<file path="src/sv/stt_pkg.sv">
// ----------------------------------------------------------------------------
// stt_pkg
// Shared codes, character constants, keyword table and helper functions for
// the source text tokenizer.
// ----------------------------------------------------------------------------
`default_nettype none

package stt_pkg;

    localparam int POS_BITS_DEF  = 24;
    localparam int LINE_BITS_DEF = 20;

    localparam int KIND_W = 6;
    localparam int ERR_W  = 3;
    localparam int TAG_W  = KIND_W + ERR_W;
    localparam int KW_W   = 48;
    localparam int KW_LEN = 6;
    localparam int KW_NUM = 9;

    localparam int Q_DEPTH = 4;
    localparam int Q_AW    = 2;

    // lexer modes
    localparam logic [2:0] M_IDLE  = 3'd0;
    localparam logic [2:0] M_INT   = 3'd1;
    localparam logic [2:0] M_FRAC  = 3'd2;
    localparam logic [2:0] M_IDENT = 3'd3;
    localparam logic [2:0] M_STR   = 3'd4;
    localparam logic [2:0] M_CMT   = 3'd5;
    localparam logic [2:0] M_PEND  = 3'd6;
    localparam logic [2:0] M_HALT  = 3'd7;

    // pending operator codes
    localparam logic [2:0] P_NONE  = 3'd0;
    localparam logic [2:0] P_EQ    = 3'd1;
    localparam logic [2:0] P_BANG  = 3'd2;
    localparam logic [2:0] P_LT    = 3'd3;
    localparam logic [2:0] P_GT    = 3'd4;
    localparam logic [2:0] P_AMP   = 3'd5;
    localparam logic [2:0] P_BAR   = 3'd6;
    localparam logic [2:0] P_SLASH = 3'd7;

    // token kinds
    localparam logic [KIND_W-1:0] K_EOF    = 6'd0;
    localparam logic [KIND_W-1:0] K_NUM    = 6'd1;
    localparam logic [KIND_W-1:0] K_IDENT  = 6'd2;
    localparam logic [KIND_W-1:0] K_STR    = 6'd3;
    localparam logic [KIND_W-1:0] K_KW0    = 6'd4;
    localparam logic [KIND_W-1:0] K_ASSIGN = 6'd13;
    localparam logic [KIND_W-1:0] K_EQ     = 6'd14;
    localparam logic [KIND_W-1:0] K_NOT    = 6'd15;
    localparam logic [KIND_W-1:0] K_NE     = 6'd16;
    localparam logic [KIND_W-1:0] K_LT     = 6'd17;
    localparam logic [KIND_W-1:0] K_LE     = 6'd18;
    localparam logic [KIND_W-1:0] K_GT     = 6'd19;
    localparam logic [KIND_W-1:0] K_GE     = 6'd20;
    localparam logic [KIND_W-1:0] K_ANDAND = 6'd21;
    localparam logic [KIND_W-1:0] K_OROR   = 6'd22;
    localparam logic [KIND_W-1:0] K_PLUS   = 6'd23;
    localparam logic [KIND_W-1:0] K_MINUS  = 6'd24;
    localparam logic [KIND_W-1:0] K_STAR   = 6'd25;
    localparam logic [KIND_W-1:0] K_SLASH  = 6'd26;
    localparam logic [KIND_W-1:0] K_PCT    = 6'd27;
    localparam logic [KIND_W-1:0] K_LPAREN = 6'd28;
    localparam logic [KIND_W-1:0] K_RPAREN = 6'd29;
    localparam logic [KIND_W-1:0] K_LBRACE = 6'd30;
    localparam logic [KIND_W-1:0] K_RBRACE = 6'd31;
    localparam logic [KIND_W-1:0] K_SEMI   = 6'd32;
    localparam logic [KIND_W-1:0] K_COMMA  = 6'd33;

    // error codes
    localparam logic [ERR_W-1:0] E_NONE   = 3'd0;
    localparam logic [ERR_W-1:0] E_UNEXP  = 3'd1;
    localparam logic [ERR_W-1:0] E_AMP    = 3'd2;
    localparam logic [ERR_W-1:0] E_BAR    = 3'd3;
    localparam logic [ERR_W-1:0] E_UNTERM = 3'd4;

    // characters
    localparam logic [7:0] CH_TAB    = 8'h09;
    localparam logic [7:0] CH_LF     = 8'h0A;
    localparam logic [7:0] CH_CR     = 8'h0D;
    localparam logic [7:0] CH_SP     = 8'h20;
    localparam logic [7:0] CH_BANG   = 8'h21;
    localparam logic [7:0] CH_DQ     = 8'h22;
    localparam logic [7:0] CH_PCT    = 8'h25;
    localparam logic [7:0] CH_AMP    = 8'h26;
    localparam logic [7:0] CH_LPAREN = 8'h28;
    localparam logic [7:0] CH_RPAREN = 8'h29;
    localparam logic [7:0] CH_STAR   = 8'h2A;
    localparam logic [7:0] CH_PLUS   = 8'h2B;
    localparam logic [7:0] CH_COMMA  = 8'h2C;
    localparam logic [7:0] CH_MINUS  = 8'h2D;
    localparam logic [7:0] CH_DOT    = 8'h2E;
    localparam logic [7:0] CH_SLASH  = 8'h2F;
    localparam logic [7:0] CH_SEMI   = 8'h3B;
    localparam logic [7:0] CH_LT     = 8'h3C;
    localparam logic [7:0] CH_EQ     = 8'h3D;
    localparam logic [7:0] CH_GT     = 8'h3E;
    localparam logic [7:0] CH_UNDER  = 8'h5F;
    localparam logic [7:0] CH_LBRACE = 8'h7B;
    localparam logic [7:0] CH_BAR    = 8'h7C;
    localparam logic [7:0] CH_RBRACE = 8'h7D;

    // keywords packed little-endian, first character in the low byte
    localparam logic [KW_W-1:0] KW_TABLE [KW_NUM] = '{
        48'h000000726176,   // var
        48'h00746E697270,   // print
        48'h000000006669,   // if
        48'h000065736C65,   // else
        48'h00656C696877,   // while
        48'h000000006E66,   // fn
        48'h6E7275746572,   // return
        48'h000065757274,   // true
        48'h0065736C6166    // false
    };

    typedef struct packed {
        logic [KIND_W-1:0] kind;
        logic [ERR_W-1:0]  err;
    } stt_tag_t;

    typedef struct packed {
        logic full;
        logic empty;
    } stt_qstat_t;

    function automatic logic is_digit(input logic [7:0] c);
        return (c >= 8'h30) && (c <= 8'h39);
    endfunction

    function automatic logic is_alpha(input logic [7:0] c);
        return ((c >= 8'h61) && (c <= 8'h7A)) || ((c >= 8'h41) && (c <= 8'h5A));
    endfunction

    function automatic logic is_word(input logic [7:0] c);
        return is_alpha(c) || is_digit(c) || (c == CH_UNDER);
    endfunction

    // keyword kind for a packed prefix, or plain identifier
    function automatic logic [KIND_W-1:0] kw_kind(input logic [KW_W-1:0] kwb);
        logic [KIND_W-1:0] k;
        k = K_IDENT;
        for (int i = 0; i < KW_NUM; i++) begin
            if (kwb == KW_TABLE[i]) begin
                k = K_KW0 + KIND_W'(i);
            end
        end
        return k;
    endfunction

endpackage

`default_nettype wire

</file>
<file path="src/sv/stt_byte_if.sv">
// ----------------------------------------------------------------------------
// stt_byte_if
// Source byte channel: one byte or an end marker per word.
// ----------------------------------------------------------------------------
`default_nettype none

interface stt_byte_if;

    logic       valid;
    logic       ready;
    logic [7:0] ch;
    logic       is_end;

    modport source (output valid, output ch, output is_end, input ready);
    modport sink   (input valid, input ch, input is_end, output ready);

endinterface

`default_nettype wire

</file>
<file path="src/sv/stt_token_if.sv">
// ----------------------------------------------------------------------------
// stt_token_if
// Token channel: one token descriptor per word.
// ----------------------------------------------------------------------------
`default_nettype none

interface stt_token_if #(
    parameter int POS_BITS  = stt_pkg::POS_BITS_DEF,
    parameter int LINE_BITS = stt_pkg::LINE_BITS_DEF
);

    logic                        valid;
    logic                        ready;
    logic [stt_pkg::KIND_W-1:0]  kind;
    logic [LINE_BITS-1:0]        tok_line;
    logic [POS_BITS-1:0]         start_res;
    logic [POS_BITS-1:0]         length;
    logic [stt_pkg::ERR_W-1:0]   err;
    logic                        last;

    modport source (output valid, output kind, output tok_line, output start_res,
                    output length, output err, output last, input ready);
    modport sink   (input valid, input kind, input tok_line, input start_res,
                    input length, input err, input last, output ready);

endinterface

`default_nettype wire

</file>
<file path="src/sv/stt_front.sv">
// ----------------------------------------------------------------------------
// stt_front
// Lexer state machine: classify each accepted byte, update the token state
// and form up to two finished tokens per byte.
// ----------------------------------------------------------------------------
`default_nettype none

module stt_front #(
    parameter int  POS_BITS  = stt_pkg::POS_BITS_DEF,
    parameter int  LINE_BITS = stt_pkg::LINE_BITS_DEF,
    localparam int TOK_W     = stt_pkg::TAG_W + LINE_BITS + 2 * POS_BITS,
    localparam int ENT_W     = 2 * TOK_W + 1
) (
    input  logic             clk,
    input  logic             rst_n,
    input  logic             accept,
    input  logic [7:0]       ch,
    input  logic             is_end,
    output logic             push,
    output logic [ENT_W-1:0] entry
);

    import stt_pkg::*;

    localparam logic [POS_BITS-1:0]  LEN0  = '0;
    localparam logic [POS_BITS-1:0]  LEN1  = POS_BITS'(1);
    localparam logic [POS_BITS-1:0]  LEN2  = POS_BITS'(2);
    localparam logic [POS_BITS-1:0]  KWMAX = POS_BITS'(KW_LEN);
    localparam logic [LINE_BITS-1:0] LINE1 = LINE_BITS'(1);

    logic [2:0]           mode_reg,   mode_next;
    logic [2:0]           pend_reg,   pend_next;
    logic [KW_W-1:0]      kw_reg,     kw_next;
    logic [POS_BITS-1:0]  tlen_reg,   tlen_next;
    logic [POS_BITS-1:0]  tstart_reg, tstart_next;
    logic [LINE_BITS-1:0] tline_reg,  tline_next;
    logic [POS_BITS-1:0]  pos_reg,    pos_next;
    logic [LINE_BITS-1:0] line_reg,   line_next;

    // flushed token (pending token closed by this byte) and second token
    logic                 f_v, s_v;
    stt_tag_t             f_tag, s_tag;
    logic [LINE_BITS-1:0] f_line, s_line;
    logic [POS_BITS-1:0]  f_start, s_start, f_len, s_len;

    logic                 run_idle;
    logic                 go;
    logic [2:0]           go_mode;
    logic [POS_BITS-1:0]  go_start;
    logic [KIND_W-1:0]    one_kind;

    function automatic logic [POS_BITS-1:0] pos_inc(input logic [POS_BITS-1:0] v);
        return (v == '1) ? v : v + POS_BITS'(1);
    endfunction

    function automatic logic [LINE_BITS-1:0] line_inc(input logic [LINE_BITS-1:0] v);
        return (v == '1) ? v : v + LINE_BITS'(1);
    endfunction

    // single-character kind for = ! < > when no '=' follows
    always_comb begin
        case (pend_reg)
            P_EQ:    one_kind = K_ASSIGN;
            P_BANG:  one_kind = K_NOT;
            P_LT:    one_kind = K_LT;
            default: one_kind = K_GT;
        endcase
    end

    always_comb begin
        mode_next   = mode_reg;
        pend_next   = pend_reg;
        kw_next     = kw_reg;
        tlen_next   = tlen_reg;
        tstart_next = tstart_reg;
        tline_next  = tline_reg;
        pos_next    = pos_reg;
        line_next   = line_reg;

        f_v     = 1'b0;
        f_tag   = '{kind: K_EOF, err: E_NONE};
        f_line  = tline_reg;
        f_start = tstart_reg;
        f_len   = tlen_reg;
        s_v     = 1'b0;
        s_tag   = '{kind: K_EOF, err: E_NONE};
        s_line  = line_reg;
        s_start = pos_reg;
        s_len   = LEN0;

        run_idle = 1'b0;
        go       = 1'b0;
        go_mode  = M_IDLE;
        go_start = pos_reg;

        if (is_end) begin
            // flush the open token, then EOF unless an error halts
            s_v = 1'b1;
            case (mode_reg)
                M_HALT:  s_v = 1'b0;
                M_INT, M_FRAC:
                begin
                    f_v       = 1'b1;
                    f_tag.kind = K_NUM;
                end
                M_IDENT:
                begin
                    f_v        = 1'b1;
                    f_tag.kind = (tlen_reg <= KWMAX) ? kw_kind(kw_reg) : K_IDENT;
                end
                M_STR:
                begin
                    f_v       = 1'b1;
                    f_tag.err = E_UNTERM;
                    f_line    = line_reg;
                    f_len     = LEN0;
                    s_v       = 1'b0;
                    mode_next = M_HALT;
                end
                M_PEND:
                begin
                    f_v   = 1'b1;
                    f_len = LEN1;
                    if (pend_reg == P_AMP || pend_reg == P_BAR) begin
                        f_tag.err = (pend_reg == P_AMP) ? E_AMP : E_BAR;
                        f_line    = line_reg;
                        f_len     = LEN0;
                        s_v       = 1'b0;
                        mode_next = M_HALT;
                    end else if (pend_reg == P_SLASH) begin
                        f_tag.kind = K_SLASH;
                    end else begin
                        f_tag.kind = one_kind;
                    end
                end
                default: ;
            endcase
            if (s_v) begin
                // EOF, then rewind for the next source
                mode_next = M_IDLE;
                pend_next = P_NONE;
                pos_next  = '0;
                line_next = LINE1;
            end
        end else begin
            pos_next = pos_inc(pos_reg);
            case (mode_reg)
                M_HALT: ;
                M_INT:
                begin
                    if (is_digit(ch)) begin
                        tlen_next = pos_inc(tlen_reg);
                    end else if (ch == CH_DOT) begin
                        tlen_next = pos_inc(tlen_reg);
                        mode_next = M_FRAC;
                    end else begin
                        f_v        = 1'b1;
                        f_tag.kind = K_NUM;
                        run_idle   = 1'b1;
                    end
                end
                M_FRAC:
                begin
                    if (is_digit(ch)) begin
                        tlen_next = pos_inc(tlen_reg);
                    end else begin
                        f_v        = 1'b1;
                        f_tag.kind = K_NUM;
                        run_idle   = 1'b1;
                    end
                end
                M_IDENT:
                begin
                    if (is_word(ch)) begin
                        for (int i = 0; i < KW_LEN; i++) begin
                            if (tlen_reg == POS_BITS'(i)) begin
                                kw_next[8*i +: 8] = ch;
                            end
                        end
                        tlen_next = pos_inc(tlen_reg);
                    end else begin
                        f_v        = 1'b1;
                        f_tag.kind = (tlen_reg <= KWMAX) ? kw_kind(kw_reg) : K_IDENT;
                        run_idle   = 1'b1;
                    end
                end
                M_STR:
                begin
                    if (ch == CH_DQ) begin
                        f_v        = 1'b1;
                        f_tag.kind = K_STR;
                        f_line     = line_reg;
                        mode_next  = M_IDLE;
                    end else begin
                        if (ch == CH_LF) begin
                            line_next = line_inc(line_reg);
                        end
                        tlen_next = pos_inc(tlen_reg);
                    end
                end
                M_CMT:
                begin
                    run_idle = (ch == CH_LF);
                end
                M_PEND:
                begin
                    if (pend_reg == P_SLASH) begin
                        if (ch == CH_SLASH) begin
                            mode_next = M_CMT;
                        end else begin
                            f_v        = 1'b1;
                            f_tag.kind = K_SLASH;
                            f_len      = LEN1;
                            run_idle   = 1'b1;
                        end
                    end else if (pend_reg == P_AMP || pend_reg == P_BAR) begin
                        f_v = 1'b1;
                        if (ch == ((pend_reg == P_AMP) ? CH_AMP : CH_BAR)) begin
                            f_tag.kind = (pend_reg == P_AMP) ? K_ANDAND : K_OROR;
                            f_len      = LEN2;
                            mode_next  = M_IDLE;
                        end else begin
                            f_tag.err = (pend_reg == P_AMP) ? E_AMP : E_BAR;
                            f_line    = line_reg;
                            f_len     = LEN0;
                            mode_next = M_HALT;
                        end
                    end else begin
                        f_v = 1'b1;
                        if (ch == CH_EQ) begin
                            f_tag.kind = one_kind + KIND_W'(1);
                            f_len      = LEN2;
                            mode_next  = M_IDLE;
                        end else begin
                            f_tag.kind = one_kind;
                            f_len      = LEN1;
                            run_idle   = 1'b1;
                        end
                    end
                end
                default: run_idle = 1'b1;
            endcase

            if (run_idle) begin
                mode_next = M_IDLE;
                s_line    = line_reg;
                s_start   = pos_reg;
                s_len     = LEN1;
                case (ch)
                    CH_SP, CH_TAB, CH_CR: ;
                    CH_LF:     line_next = line_inc(line_reg);
                    CH_DQ:
                    begin
                        go       = 1'b1;
                        go_mode  = M_STR;
                        go_start = pos_inc(pos_reg);
                    end
                    CH_EQ:     begin go = 1'b1; go_mode = M_PEND; pend_next = P_EQ;    end
                    CH_BANG:   begin go = 1'b1; go_mode = M_PEND; pend_next = P_BANG;  end
                    CH_LT:     begin go = 1'b1; go_mode = M_PEND; pend_next = P_LT;    end
                    CH_GT:     begin go = 1'b1; go_mode = M_PEND; pend_next = P_GT;    end
                    CH_AMP:    begin go = 1'b1; go_mode = M_PEND; pend_next = P_AMP;   end
                    CH_BAR:    begin go = 1'b1; go_mode = M_PEND; pend_next = P_BAR;   end
                    CH_SLASH:  begin go = 1'b1; go_mode = M_PEND; pend_next = P_SLASH; end
                    CH_PLUS:   begin s_v = 1'b1; s_tag.kind = K_PLUS;   end
                    CH_MINUS:  begin s_v = 1'b1; s_tag.kind = K_MINUS;  end
                    CH_STAR:   begin s_v = 1'b1; s_tag.kind = K_STAR;   end
                    CH_PCT:    begin s_v = 1'b1; s_tag.kind = K_PCT;    end
                    CH_LPAREN: begin s_v = 1'b1; s_tag.kind = K_LPAREN; end
                    CH_RPAREN: begin s_v = 1'b1; s_tag.kind = K_RPAREN; end
                    CH_LBRACE: begin s_v = 1'b1; s_tag.kind = K_LBRACE; end
                    CH_RBRACE: begin s_v = 1'b1; s_tag.kind = K_RBRACE; end
                    CH_SEMI:   begin s_v = 1'b1; s_tag.kind = K_SEMI;   end
                    CH_COMMA:  begin s_v = 1'b1; s_tag.kind = K_COMMA;  end
                    default:
                    begin
                        if (is_digit(ch)) begin
                            go      = 1'b1;
                            go_mode = M_INT;
                        end else if (is_alpha(ch) || ch == CH_UNDER) begin
                            go      = 1'b1;
                            go_mode = M_IDENT;
                        end else begin
                            s_v       = 1'b1;
                            s_tag.err = E_UNEXP;
                            s_len     = LEN0;
                            mode_next = M_HALT;
                        end
                    end
                endcase
                if (go) begin
                    mode_next   = go_mode;
                    tstart_next = go_start;
                    tline_next  = line_reg;
                    tlen_next   = (go_mode == M_STR) ? LEN0 : LEN1;
                    kw_next     = (go_mode == M_IDENT) ? {{(KW_W-8){1'b0}}, ch} : '0;
                end
            end
        end
    end

    always_ff @(posedge clk or negedge rst_n) begin
        if (!rst_n) begin
            mode_reg   <= M_IDLE;
            pend_reg   <= P_NONE;
            kw_reg     <= '0;
            tlen_reg   <= '0;
            tstart_reg <= '0;
            tline_reg  <= LINE1;
            pos_reg    <= '0;
            line_reg   <= LINE1;
        end else if (accept) begin
            mode_reg   <= mode_next;
            pend_reg   <= pend_next;
            kw_reg     <= kw_next;
            tlen_reg   <= tlen_next;
            tstart_reg <= tstart_next;
            tline_reg  <= tline_next;
            pos_reg    <= pos_next;
            line_reg   <= line_next;
        end
    end

    // entry = {two tokens, second, first}
    assign push  = accept && (f_v || s_v);
    assign entry = {f_v && s_v,
                    s_tag, s_line, s_start, s_len,
                    f_v ? {f_tag, f_line, f_start, f_len} : {s_tag, s_line, s_start, s_len}};

endmodule

`default_nettype wire

</file>
<file path="src/sv/stt_queue.sv">
// ----------------------------------------------------------------------------
// stt_queue
// Short FIFO of token-pair entries between the lexer and the output stage.
// ----------------------------------------------------------------------------
`default_nettype none

module stt_queue #(
    parameter int  POS_BITS  = stt_pkg::POS_BITS_DEF,
    parameter int  LINE_BITS = stt_pkg::LINE_BITS_DEF,
    localparam int TOK_W     = stt_pkg::TAG_W + LINE_BITS + 2 * POS_BITS,
    localparam int ENT_W     = 2 * TOK_W + 1
) (
    input  logic                clk,
    input  logic                rst_n,
    input  logic                push,
    input  logic [ENT_W-1:0]    wdata,
    input  logic                pop,
    output logic [ENT_W-1:0]    rdata,
    output stt_pkg::stt_qstat_t stat
);

    import stt_pkg::*;

    logic [ENT_W-1:0] slot_reg [Q_DEPTH];
    logic [Q_AW-1:0]  wptr_reg, rptr_reg;
    logic [Q_AW:0]    cnt_reg,  cnt_next;
    logic             do_push, do_pop;

    assign stat.full  = (cnt_reg == (Q_AW+1)'(Q_DEPTH));
    assign stat.empty = (cnt_reg == '0);
    assign do_push    = push && !stat.full;
    assign do_pop     = pop && !stat.empty;
    assign rdata      = slot_reg[rptr_reg];

    always_comb begin
        cnt_next = cnt_reg;
        if (do_push && !do_pop) begin
            cnt_next = cnt_reg + (Q_AW+1)'(1);
        end else if (do_pop && !do_push) begin
            cnt_next = cnt_reg - (Q_AW+1)'(1);
        end
    end

    always_ff @(posedge clk or negedge rst_n) begin
        if (!rst_n) begin
            wptr_reg <= '0;
            rptr_reg <= '0;
            cnt_reg  <= '0;
        end else begin
            cnt_reg <= cnt_next;
            if (do_push) begin
                wptr_reg <= wptr_reg + Q_AW'(1);
            end
            if (do_pop) begin
                rptr_reg <= rptr_reg + Q_AW'(1);
            end
        end
    end

    always_ff @(posedge clk) begin
        if (do_push) begin
            slot_reg[wptr_reg] <= wdata;
        end
    end

endmodule

`default_nettype wire

</file>
<file path="src/sv/stt_back.sv">
// ----------------------------------------------------------------------------
// stt_back
// Output stage: split each queued entry into tokens and hold one token in
// the output register until the receiver takes it.
// ----------------------------------------------------------------------------
`default_nettype none

module stt_back #(
    parameter int  POS_BITS  = stt_pkg::POS_BITS_DEF,
    parameter int  LINE_BITS = stt_pkg::LINE_BITS_DEF,
    localparam int TOK_W     = stt_pkg::TAG_W + LINE_BITS + 2 * POS_BITS,
    localparam int ENT_W     = 2 * TOK_W + 1
) (
    input  logic                       clk,
    input  logic                       rst_n,
    input  logic [ENT_W-1:0]           head,
    input  stt_pkg::stt_qstat_t        stat,
    output logic                       pop,
    output logic                       valid,
    input  logic                       ready,
    output logic [stt_pkg::KIND_W-1:0] kind,
    output logic [LINE_BITS-1:0]       tok_line,
    output logic [POS_BITS-1:0]        start_res,
    output logic [POS_BITS-1:0]        length,
    output logic [stt_pkg::ERR_W-1:0]  err,
    output logic                       last
);

    import stt_pkg::*;

    logic             vld_reg;
    logic             sel_reg;
    logic [TOK_W-1:0] tok_reg;
    logic             last_reg;
    logic             free, load, two;
    stt_tag_t         tag;

    assign two  = head[ENT_W-1];
    assign free = !vld_reg || ready;
    assign load = free && !stat.empty;
    // drop the entry once its final token is loaded
    assign pop  = load && (sel_reg || !two);

    always_ff @(posedge clk or negedge rst_n) begin
        if (!rst_n) begin
            vld_reg <= 1'b0;
            sel_reg <= 1'b0;
        end else begin
            if (free) begin
                vld_reg <= load;
            end
            if (load) begin
                sel_reg <= two && !sel_reg;
            end
        end
    end

    always_ff @(posedge clk) begin
        if (load) begin
            tok_reg  <= sel_reg ? head[2*TOK_W-1:TOK_W] : head[TOK_W-1:0];
            last_reg <= pop;
        end
    end

    assign {tag, tok_line, start_res, length} = tok_reg;
    assign kind  = tag.kind;
    assign err   = tag.err;
    assign valid = vld_reg;
    assign last  = last_reg;

endmodule

`default_nettype wire

</file>
<file path="src/sv/source_text_tokenizer.sv">
// ----------------------------------------------------------------------------
// source_text_tokenizer
// Streaming lexer: source bytes in, token descriptors (kind, line, start,
// length, error) out.
// ----------------------------------------------------------------------------
// Usage:
//   text   - one word per source byte; is_end set marks the end of a source
//            (ch ignored), which flushes the open token and emits EOF unless an error halts.
//   tokens - one word per token. last marks the final token caused by one
//            input word. An error token (kind EOF, err nonzero) halts the
//            block: later input words are taken and dropped until reset.
// Flow:
//   One input word per cycle while the queue has room. A token is written to
//   the queue when the byte that completes it is taken, then passes through
//   the output register to tokens. A byte that closes one token and emits
//   another puts both in one queue entry, handed out one after the other.
//   The lexer writes token pairs into a four-entry queue; text.ready falls
//   only while that queue is full, so a stalled receiver backs up into the
//   queue first and then into the source.
// Reset: rst_n clears the lexer to idle, line 1, offset 0, and empties the
//   queue and the output register.
// ----------------------------------------------------------------------------
`default_nettype none

module source_text_tokenizer #(
    parameter int POS_BITS  = stt_pkg::POS_BITS_DEF,
    parameter int LINE_BITS = stt_pkg::LINE_BITS_DEF
) (
    input  logic        clk,
    input  logic        rst_n,
    stt_byte_if.sink    text,
    stt_token_if.source tokens
);

    import stt_pkg::*;

    localparam int TOK_W = TAG_W + LINE_BITS + 2 * POS_BITS;
    localparam int ENT_W = 2 * TOK_W + 1;

    logic             accept;
    logic             push;
    logic             pop;
    logic [ENT_W-1:0] entry;
    logic [ENT_W-1:0] head;
    stt_qstat_t       qstat;

    // take a byte whenever the queue has room for its tokens
    assign text.ready = !qstat.full;
    assign accept     = text.valid && text.ready;

    stt_front #(
        .POS_BITS  (POS_BITS),
        .LINE_BITS (LINE_BITS)
    ) u_front (
        .clk    (clk),
        .rst_n  (rst_n),
        .accept (accept),
        .ch     (text.ch),
        .is_end (text.is_end),
        .push   (push),
        .entry  (entry)
    );

    stt_queue #(
        .POS_BITS  (POS_BITS),
        .LINE_BITS (LINE_BITS)
    ) u_queue (
        .clk   (clk),
        .rst_n (rst_n),
        .push  (push),
        .wdata (entry),
        .pop   (pop),
        .rdata (head),
        .stat  (qstat)
    );

    stt_back #(
        .POS_BITS  (POS_BITS),
        .LINE_BITS (LINE_BITS)
    ) u_back (
        .clk       (clk),
        .rst_n     (rst_n),
        .head      (head),
        .stat      (qstat),
        .pop       (pop),
        .valid     (tokens.valid),
        .ready     (tokens.ready),
        .kind      (tokens.kind),
        .tok_line  (tokens.tok_line),
        .start_res (tokens.start_res),
        .length    (tokens.length),
        .err       (tokens.err),
        .last      (tokens.last)
    );

endmodule

`default_nettype wire

</file>
<file path="src/flat_wrapper.sv">
// flat-port wrapper written by rule: the top's interface ports become plain ports
module source_text_tokenizer_flat import stt_pkg::*;
#(
    parameter int POS_BITS  = stt_pkg::POS_BITS_DEF,
    parameter int LINE_BITS = stt_pkg::LINE_BITS_DEF
)
  (clk, rst_n, text_valid, text_ch, text_is_end, text_ready, tokens_valid, tokens_kind, tokens_tok_line, tokens_start_res, tokens_length, tokens_err, tokens_last, tokens_ready);
  stt_byte_if text_i ();
  stt_token_if #(.POS_BITS(POS_BITS), .LINE_BITS(LINE_BITS)) tokens_i ();
  input  logic clk;
  input  logic rst_n;
  input wire logic [$bits(text_i.valid)-1:0] text_valid;
  input wire logic [$bits(text_i.ch)-1:0] text_ch;
  input wire logic [$bits(text_i.is_end)-1:0] text_is_end;
  output wire logic [$bits(text_i.ready)-1:0] text_ready;
  output wire logic [$bits(tokens_i.valid)-1:0] tokens_valid;
  output wire logic [$bits(tokens_i.kind)-1:0] tokens_kind;
  output wire logic [$bits(tokens_i.tok_line)-1:0] tokens_tok_line;
  output wire logic [$bits(tokens_i.start_res)-1:0] tokens_start_res;
  output wire logic [$bits(tokens_i.length)-1:0] tokens_length;
  output wire logic [$bits(tokens_i.err)-1:0] tokens_err;
  output wire logic [$bits(tokens_i.last)-1:0] tokens_last;
  input wire logic [$bits(tokens_i.ready)-1:0] tokens_ready;
  assign text_i.valid = text_valid;
  assign text_i.ch = text_ch;
  assign text_i.is_end = text_is_end;
  assign text_ready = text_i.ready;
  assign tokens_valid = tokens_i.valid;
  assign tokens_kind = tokens_i.kind;
  assign tokens_tok_line = tokens_i.tok_line;
  assign tokens_start_res = tokens_i.start_res;
  assign tokens_length = tokens_i.length;
  assign tokens_err = tokens_i.err;
  assign tokens_last = tokens_i.last;
  assign tokens_i.ready = tokens_ready;
  source_text_tokenizer #(.POS_BITS(POS_BITS), .LINE_BITS(LINE_BITS)) u_core (.clk(clk), .rst_n(rst_n), .text(text_i), .tokens(tokens_i));
endmodule
</file>
<file path="config.mk">
export PLATFORM = sky130hd
export DESIGN_NAME = source_text_tokenizer_flat
export DESIGN_NICKNAME = d
export VERILOG_FILES = /design/src/sv/stt_pkg.sv /design/src/sv/stt_byte_if.sv /design/src/sv/stt_token_if.sv /design/src/sv/stt_front.sv /design/src/sv/stt_queue.sv /design/src/sv/stt_back.sv /design/src/sv/source_text_tokenizer.sv /design/src/flat_wrapper.sv
export SDC_FILE = /design/constraint.sdc
export NUM_CORES = 1
export LEC_CHECK = 0
export ABC_AREA = 1
export BUFFER_PORTS_ARGS = -buffer_cell sky130_fd_sc_hd__buf_2
export CAP_MARGIN = 30
export CORE_MARGIN = 5
export CORE_UTILIZATION = 45
export CTS_CLUSTER_DIAMETER = 120
export DETAILED_ROUTE_END_ITERATION = 6
export GPL_TIMING_DRIVEN = 0
export PLACE_DENSITY = 0.61
export SYNTH_ARGS = -nofsm -noshare
export SYNTH_HDL_FRONTEND = slang
export SYNTH_SLANG_ARGS = --single-unit
</file>
<file path="constraint.sdc">
create_clock -name clk -period 8.35 [get_ports clk]
set_input_delay 0.4175 -clock clk [delete_from_list [all_inputs] [get_ports clk]]
set_output_delay 0.4175 -clock clk [all_outputs]
set_load 0.1 [all_outputs]
</file>
# Word-level counts from Yosys, hierarchy flattened
# Memory sizes are Yosys's and may differ from the RTL's.
# Cells that the tools add are included.
[totals]
ram_bits = 528
in_bits = 13
output_inout_bits = 80
elab_cells = 303
reg_bits = 253
memories = 1
[memory_table]
columns = ["name", "depth", "word_bits", "read_ports", "rd_ports_with_merged_regs", "write_ports", "line_no", "text"]
rows = [
  ["u_core.u_queue.slot_reg", 4, 132, 1, 0, 1, "stt_queue.sv:24", "logic [ENT_W-1:0] slot_reg [Q_DEPTH];"],
]
[op_classes]
n_lt_le_gt_ge = 7
n_reduce_logical = 48
n_bitwise = 1
mux = 157
n_eq_ne = 66
add_sub_neg = 8
[op_table]
columns = ["op", "count"]
rows = [
  ["$mux 24", 17],
  ["$mux 20", 14],
  ["$mux 48", 4],
  ["$mux 77", 2],
  ["$eq 48x39->1 const B", 3],
  ["$eq 8x6->1 const B", 17],
  ["$eq 48x15->1 const B", 2],
  ["$eq 48x31->1 const B", 2],
  ["$pmux 24 s4", 1],
  ["$mux 6", 15],
  ["$mux 3", 27],
  ["$pmux 20 s2", 2],
  ["$pmux 6 s10", 1],
  ["$mux 8", 7],
  ["$add 24x1->24 const B", 2],
  ["$eq 24x2->1 const B", 2],
  ["$eq 24x24->1 const B", 2],
  ["$eq 24x3->1 const B", 2],
  ["$eq 48x23->1 const B", 1],
  ["$eq 48x47->1 const B", 1],
  ["$pmux 24 s2", 1],
  ["$mux 1", 39],
  ["$eq 8x7->1 const B", 4],
  ["$pmux 6 s5", 1],
  ["55 further kinds", 118],
]

# Logic depth before layout (Yosys ltp)
# Gate-level depths: netlist of the first run.
[depth]
depth_word = 17
ltp_mapped = 22
depth_no_buf = 20

# Hierarchy
# A second synthesis of the first run with hierarchy kept.
[unflattened]
hier_cells = 4461
hier_area_um2 = 42447.0
[modules_own_cells]
columns = ["mod", "area_each_um2", "cells_per_inst", "n_inst"]
rows = [
  ["stt_queue", 25226.7, 1869, 1],
  ["stt_front", 13631.8, 2249, 1],
  ["stt_back", 3574.7, 340, 1],
  ["source_text_tokenizer", 13.8, 3, 1],
]

# Least setup slack after synthesis of the first run
# No wires, ideal clock.
[synth_timing]
kind = "input-to-reg"
start = "in text_ch[6]"
end = "mem u_core.u_queue.slot_reg[0][0] in the netlist's numbering, enable pin"
t_required_ns = 7.729
path_stages = 14
path_slack_ns = 0.533
t_arrival_ns = 7.196
setup_time_ns = 0.621
cell_sequence = "buf_4 > inv_2 > nand2_1 > nor2_2 > buf_4 > nand2_2 > nor2_2 > nor2_4 > buf_6 > nand2_1 > nand2_2 > nand2_1 > nand2_2 > nor2_1"
[synth_between]
elab_chain_len = 15
elab_cells_between_ends = 63
[synth_lines]
columns = ["element", "line_no", "text"]
rows = [
  ["start, declared", "flat_wrapper.sv:13", "input wire logic [$bits(text_i.ch)-1:0] text_ch;"],
  ["$ge 8x7->1 or $le 8x7->1 (tied branches)", "stt_pkg.sv:132", "return ((c >= 8'h61) && (c <= 8'h7A)) || ((c >= 8'h41) && (c <= 8'h5A));"],
  ["$logic_and 1x1->1", "stt_pkg.sv:132", ""],
  ["$logic_or 1x1->1", "stt_pkg.sv:132", ""],
  ["$logic_or 1x1->1 (2 in series)", "stt_pkg.sv:136", "return is_alpha(c) || is_digit(c) || (c == CH_UNDER);"],
  ["$mux 1", "stt_front.sv:174", "if (is_word(ch)) begin"],
  ["$pmux 1 s6", "stt_front.sv:147", "case (mode_reg)"],
  ["$mux 1", "stt_front.sv:96", "if (is_end) begin"],
  ["$mux 1", "stt_front.sv:244", "if (run_idle) begin"],
  ["$mux 1", "stt_front.sv:96", ""],
  ["$logic_or 1x1->1 *", "stt_front.sv:325", "assign push = accept && (f_v || s_v);"],
  ["$logic_and 1x1->1 *", "stt_front.sv:325", ""],
  ["$logic_and 1x1->1 *", "stt_queue.sv:31", "assign do_push = push && !stat.full;"],
  ["$mux 1 *", "stt_queue.sv:61", "if (do_push) begin"],
  ["$mux 1 (implied by the code) *", "stt_queue.sv:62", "slot_reg[wptr_reg] <= wdata;"],
  ["end, declared", "stt_queue.sv:24", ""],
]
# Mark *: on every way between the ends. The rest lies on a longest branch, timed or not. The select of a mux whose other input is x is not followed.

==> qor.yml, run 1 <==
firstDrtPassIters: 6
postRouteAntennaNets: 0
grtUsageTotal_pct: 23.6
startpoint_type: "register"
row_count: 102
r2r_end: "u_core.u_queue.slot_reg[1][134]"
dieWidth_um: 291
cts_tree: "yes"
synth_most_common_cell: "nand2_1"
synth_edf_count: 598
yosysTopAreaCellShare_pct: 50.7
slew_viol_final: 0
postLayoutCellArea_um2: 40700
synth-seq-area-share_pct: 63.1
post_drt_wl_per_cell_um: 20.3
drc: 0
met2WireLength_mm: 46.9
synth_common_cells: "nand2_1 (722), nor2_1 (692), edfxtp_1 (598), o21ai_0 (412), inv_1 (259)"
p_int_uw: 9280
cpPeakStageDelay_ns: 0.71
worst_path_max_delay_cell: "nor2_4"
min_path_type: "in -> reg"
dp_hpwl_mm: 71.1
hold_end: "u_core.u_front.kw_reg[5]"
largest_register_ffs: 520
dp_cells: 4850
synthAdderAreaFrac_pct: 0.445
synth_top_family_by_area: "simple AND/OR/NAND/NOR gates"
yosys.area_share.simple_pct: 19.4
power_uw: 16600
maxSlewHeadroom_pct: 31.5
worst-setup-path-type: "reg -> reg"
grt_pass1_wl_mm: 157
vias: 27300
seqPwrFrac_pct: 35.4
cts-root-buf: "clkbuf_16"
drv_cap: 0
fillers: 6993
wl_met3_mm: 6.90
synth-main-ff-cell: "edfxtp_1"
ff2ff_setup_slack_ns: 4.24
ir_drop_mv: 0.257
placed_cell_area_um2: 37900
fin_tns_setup_ns: 0
synth-xor-area-share_pct: 0.693
outcome: "finished clean"
postSynthAreaPerCell_um2: 9.59
fin_util_pct: 52.3
p_switching_uw: 7330
routedLengthMet1_mm: 44.9
fmax_ghz: 0.244
endpoint_kind: "register"
worstReg2RegStart: "u_core.u_front.mode_reg[0]"
synthMuxAreaShare_pct: 0
path_max_fanout: 26
place.port_buffers: 89
synth_seq_cells: 773
cts.clk_slew.worst_paths_ns: 0.06
grt_max_degree: 68
worstMarginPinSlew_ns: 1.03
cp.arrival_ns: 4.43
htree_levels: 3
gr-total-overflow: 0
switching_share_pct: 44.1
yosys.area.top_type: "edfxtp_1"
areaGrowthSynthToFinish_pct: 14.8
final_nets: 3923
wl_mm: 102
via_per_inst: 5.45
final-setup-viol-count: 0
crit_start: "u_core.u_front.mode_reg[0]"
drive_above_1_share_pct: 8.86
yosysWarnings: 0
cts_made_buffers: 83
reg2reg_depth: 16
syn_inst: 3691
async_flop_share_pct: 22.6
cp_cell_sequence: "inv_2, nand2_2, nor2_4, inv_2, nor2_1, nand3_1, nand3_2, nor2_4, nand2_1, nand3_1, nand2_1, nand2_2, nor2_4, buf_12, buf_12, buf_12"
syn-num-nets: 3716
ctsResizeCount: 0
syn-cell-area_um2: 35400
hold-path-cell-count: 3
clock_skew_ns: 0.0269
grt_pass1_vias: 26200
coreArea_um2: 77700
gp_congestion: 0.960
p_per_area_nw_per_um2: 409
clock_path_buffers: 3
io_pins: 93
leakage_uw: 0.0155
min_from: "text_ch[5]"
synth_compound_area_share_pct: 11.2
clkPwrFrac_pct: 22.5
hold_viol: 0
drt_first_iter_violations: 2658
instances_no_fill: 5004
initial_utilization_pct: 45.6
chipHeight_um: 291
p_comb_share_pct: 42.2
cp.required_ns: 8.67
ys_types: 48
period_minus_slack_ns: 4.11
fin_crit_sh_pct: 49.2
antenna_found_initial: 2
clkLatencyLatePin_ns: 0.64
synthTopCellsByArea: "edfxtp_1 (51%), dfrtp_1 (12%), nand2_1 (7.7%)"
die_area_um2: 84400
rsz0062_at_grt: "false"
maxUsedRoutingLayer: "met4"
cts.sinks: 773
[placed cells by master (no fill, tap or decap), types with 14 or more instances in the layout]
master	netlist	routed
a21oi_1	68	68
a31oi_1	55	54
buf_12	0	18
buf_2	28	116
clkbuf_1	135	146
clkbuf_16	0	85
clkinv_1	6	20
clkinv_2	0	14
dfrtp_1	173	173
edfxtp_1	598	598
inv_1	259	259
nand2_1	722	722
nand3_1	128	128
nand4_1	42	42
nor2_1	692	688
nor3_1	68	68
o211ai_1	19	19
o21ai_0	412	412
o21ai_1	38	38
o22ai_1	102	102
xor2_1	26	26
[power groups by stage]
stage / clock [µW] / sequential (µW) / combinational, µW
final: 3740 / 5870 / 7000
after global routing: 3940 / 5970 / 7590
after CTS: 3790 / 5870 / 7000
after detailed placement: 0 / 5940 / 6980
after global placement: 0 / 6180 / 6710
after floorplan: 0 / 7450 / 3330
[layout make-up]
class	count	area [µm²]	area share, %
clock buffer	100	2220	5.47
tap	1040	1300	3.20
sequential	773	22300	55.0
clock inverter	50	527	1.30
timing repair buffer	122	1140	2.80
multi-input combinational	2452	11300	27.7
antenna	1	2.50	0.00616
buffer	189	823	2.03
inverter	277	1040	2.56
[worst max-delay path, delay by kind of cell, from the launching register on]
family	cells	cell delay (ns)
simple gates	11	2.31
buf+inv	5	0.98
flops	1	0.43
[per-layer routing]
metal	global-route usage (%)	vias up
met5	0	-
met2	38.1	955
met1	33.1	13100
met4	7.20	0
met3	3.75	197
li1	-	13000
[through the flow]
step                hold slack, ns  setup slack [ns]
detailed placement           0.343              4.04
global placement             0.464             -4.75
global route                 0.183              3.94
finish                       0.162              4.24
CTS                          0.123              4.25
floorplan                    0.122             0.533
[logic make-up after synthesis]
group                    after synthesis
AND/OR/NAND/NOR                     1693
flip-flops                           773
AO/OA/AOI/OAI                        719
buffers and inverters                466
XOR/XNOR                              28
adder cells (fa/ha/maj)               12
[how the worst max path moves through the flow]
stage	to	slack, ns	depth (start not counted)
after global placement	u_core.u_queue.slot_reg[2][59]	-4.75	13
after global routing	u_core.u_queue.slot_reg[1][135]	3.94	16
final	u_core.u_queue.slot_reg[1][134]	4.24	16
after detailed placement	u_core.u_queue.slot_reg[1][134]	4.04	18
after CTS	u_core.u_queue.slot_reg[1][132]	4.25	16
after floorplan	u_core.u_queue.slot_reg[0][0]	0.53	14
[repair_timing]
action | 4_1_cts | 5_1_grt
endpoints found under the hold margin | 47 | 0
hold buffers | 2 | 0
setup buffers | 0 | 0
Power figures use the tool's default switching activity.
==> run 2, diff against run 1 <==
PLACE_DENSITY = 0.63   (was 0.61)
clock period = 3.3 ns   (was 8.35 ns; I/O delays follow)
==> run 2 against run 1 <==
Net effect:
- setup slack got worse by 4.1 ns
- die area did not move
- register-to-register slack lost 4.1 ns
- design area up 0.28%
- wire length rose by 0.67%
- clock skew decreased by 0.00089 ns
- sequential share of layout area decreased by 0.15 points
- worst hold slack got worse by 0.11 ns
- maximum frequency up 28%
- via count rose by 0.70%
- largest power group unchanged
- highest routed layer is now met5
==> qor.yml, run 2 (same netlist as run 1, synthesis figures left out) <==
outcome: "finished clean"  # unchanged
p_per_area_nw_per_um2: 1030  # was 409 nW/µm²
drc: 0  # unchanged
wl_mm: 102  # about the same
leakage_uw: 0.0156  # was 0.0155 µW
antenna_found_initial: 6  # was 2
via_per_inst: 5.47  # was 5.45
fmax_ghz: 0.312  # was 0.244 GHz
gr-total-overflow: 0  # unchanged
gp_congestion: 0.972  # was 0.960
final_nets: 3937  # was 3923
endpoint_kind: "register"  # unchanged
cp.required_ns: 3.66  # was 8.67 ns
slew_viol_final: 0  # unchanged
largest_register_ffs: 520  # unchanged
min_path_type: "in -> async"  # was in -> reg
clock_skew_ns: 0.0261  # was 0.0269 ns
seqPwrFrac_pct: 35.4  # about the same
die_area_um2: 84400  # unchanged
mostFrequentLayoutCells: "nand2_1 (718), nor2_1 (685), edfxtp_1 (598), o21ai_0 (412), inv_1 (255)"  # was nand2_1 (722), nor2_1 (688), edfxtp_1 (598), o21ai_0 (412), inv_1 (259)
maxSlewHeadroom_pct: 31.1  # was 31.5%
cts.sinks: 773  # unchanged
hold_viol: 0  # unchanged
multiInputGateArea_um2: 11400  # was 11300 µm²
cts_made_buffers: 82  # was 83
htree_levels: 3  # unchanged
clkPwrFrac_pct: 21.7  # was 22.5%
drive_above_1_share_pct: 9.92  # was 8.86%
fin_tns_setup_ns: 0  # unchanged
dieWidth_um: 291  # unchanged
vias: 27500  # was 27300
p_switching_uw: 18700  # was 7330 µW
p_int_uw: 23300  # was 9280 µW
fin_crit_sh_pct: 97.2  # was 49.2%
path_max_fanout: 10  # was 26
chipHeight_um: 291  # unchanged
grt_pass1_vias: 26400  # was 26200
startpoint_type: "register"  # unchanged
antenna_cells: 0  # was 1
fillers: 6960  # was 6993
post_drt_wl_per_cell_um: 20.4  # was 20.3 µm
row_count: 102  # unchanged
dp_hpwl_mm: 70.9  # was 71.1 mm
p_comb_share_pct: 42.9  # was 42.2%
coreArea_um2: 77700  # unchanged
grt_max_degree: 97  # was 68
switching_share_pct: 44.5  # was 44.1%
cts_tree: "yes"  # unchanged
worst-setup-path-type: "reg -> reg"  # unchanged
period_minus_slack_ns: 3.21  # was 4.11 ns
grt_pass1_wl_mm: 158  # was 157 mm
final_common_cell: "nand2_1"  # unchanged
drv_cap: 0  # unchanged
final-setup-viol-count: 0  # unchanged
worstMarginPinSlew_ns: 1.03  # about the same
cts.clk_slew.worst_paths_ns: 0.06  # about the same
place.port_buffers: 89  # unchanged
power_uw: 42000  # was 16600 µW
ir_drop_mv: 0.670  # was 0.257 mV
areaGrowthSynthToFinish_pct: 15.1  # was 14.8%
initial_utilization_pct: 45.6  # unchanged
clkLatencyLatePin_ns: 0.64  # about the same
io_pins: 93  # unchanged
cp.arrival_ns: 3.56  # was 4.43 ns
firstDrtPassIters: 6  # unchanged
grtUsageTotal_pct: 23.7  # was 23.6%
cts-root-buf: "clkbuf_16"  # unchanged
postRouteAntennaNets: 0  # unchanged
drt_first_iter_violations: 2742  # was 2658
regArea_um2: 22300  # about the same
clock_path_buffers: 3  # unchanged
==> run 2: area by class of cell <==
type / instances / area share, %
plain buffers: 189 / 2.03
clock buffers: 100 / 5.35
clock inverters: 54 / 1.14
inverters: 277 / 2.58
multi-input cells: 2455 / 28.0
flip-flops and latches: 773 / 54.8
well taps: 1040 / 3.19
repair buffers: 134 / 2.90
==> run 2: layer usage <==
layer	vias up	track usage [%]	share of wire, %
li1	13100	-	-
met1	13400	33.3	44
met2	909	38.7	47
met5	-	0	0.026
met4	4	6.59	2.3
met3	140	3.79	6.3
==> run 2: worst paths after layout <==
path	start	end	slack [ns]	depth (start not counted)
max reg2reg	u_core.u_queue.rptr_reg[0]	u_core.u_back.tok_reg[0]	0.09	9
max in group asynchronous	rst_n	u_core.u_front.pos_reg[11]	2.20	3
max	u_core.u_queue.rptr_reg[0]	u_core.u_back.tok_reg[0]	0.09	9
min reg2reg	u_core.u_front.tline_reg[0]	u_core.u_front.tline_reg[0]	0.48	2
min in group clk	text_ch[2]	u_core.u_front.kw_reg[2]	0.09	4
min	rst_n	u_core.u_queue.cnt_reg[0]	0.05	2
==> run 2: power groups by stage <==
stage / clock [µW] / combinational (µW) / sequential (µW)
5_1_grt: 9670 / 19500 / 15100
2_1_floorplan: 0 / 8510 / 18600
4_1_cts: 9270 / 17900 / 14800
3_3_place_gp: 0 / 17100 / 15200
3_5_place_dp: 0 / 17700 / 15000
6_report: 9110 / 18000 / 14900
==> run 2: through the flow <==
step	std cells	hold slack (ns)	utilization (%)	instance area (µm²)	setup WS (ns)
floorplan	3691	-0.131	-	35500	-0.718
global placement	4820	0.378	47.9	37300	-3.00
CTS	5018	0.0494	52.3	40700	0.000922
global route	5022	0.0886	52.5	40800	-0.00727
detailed placement	4849	0.195	48.7	37900	-0.671
finish	5022	0.0498	52.5	40800	0.0938
==> run 2: worst max-delay path: stages, from the launching register on <==
cell and delay, ns:
dfrtp_1 0.35, buf_2 0.26, clkinv_2 0.28, buf_2 0.34
buf_4 0.33, buf_1 0.52, nor2_1 0.08, o22ai_1 0.19
nor2_1 0.07, a31oi_1 0.48
==> run 2: timing repair <==
| action | CTS | global route |
|---|---|---|
| gates cloned | 3 | 0 |
| resized for setup | 10 | 12 |
| hold buffers | 4 | 0 |
| buffers inserted | 9 | 4 |
| endpoints found under the setup margin | 425 | 64 |
| endpoints found under the hold margin | 92 | 0 |
| pin swaps | 7 | 3 |
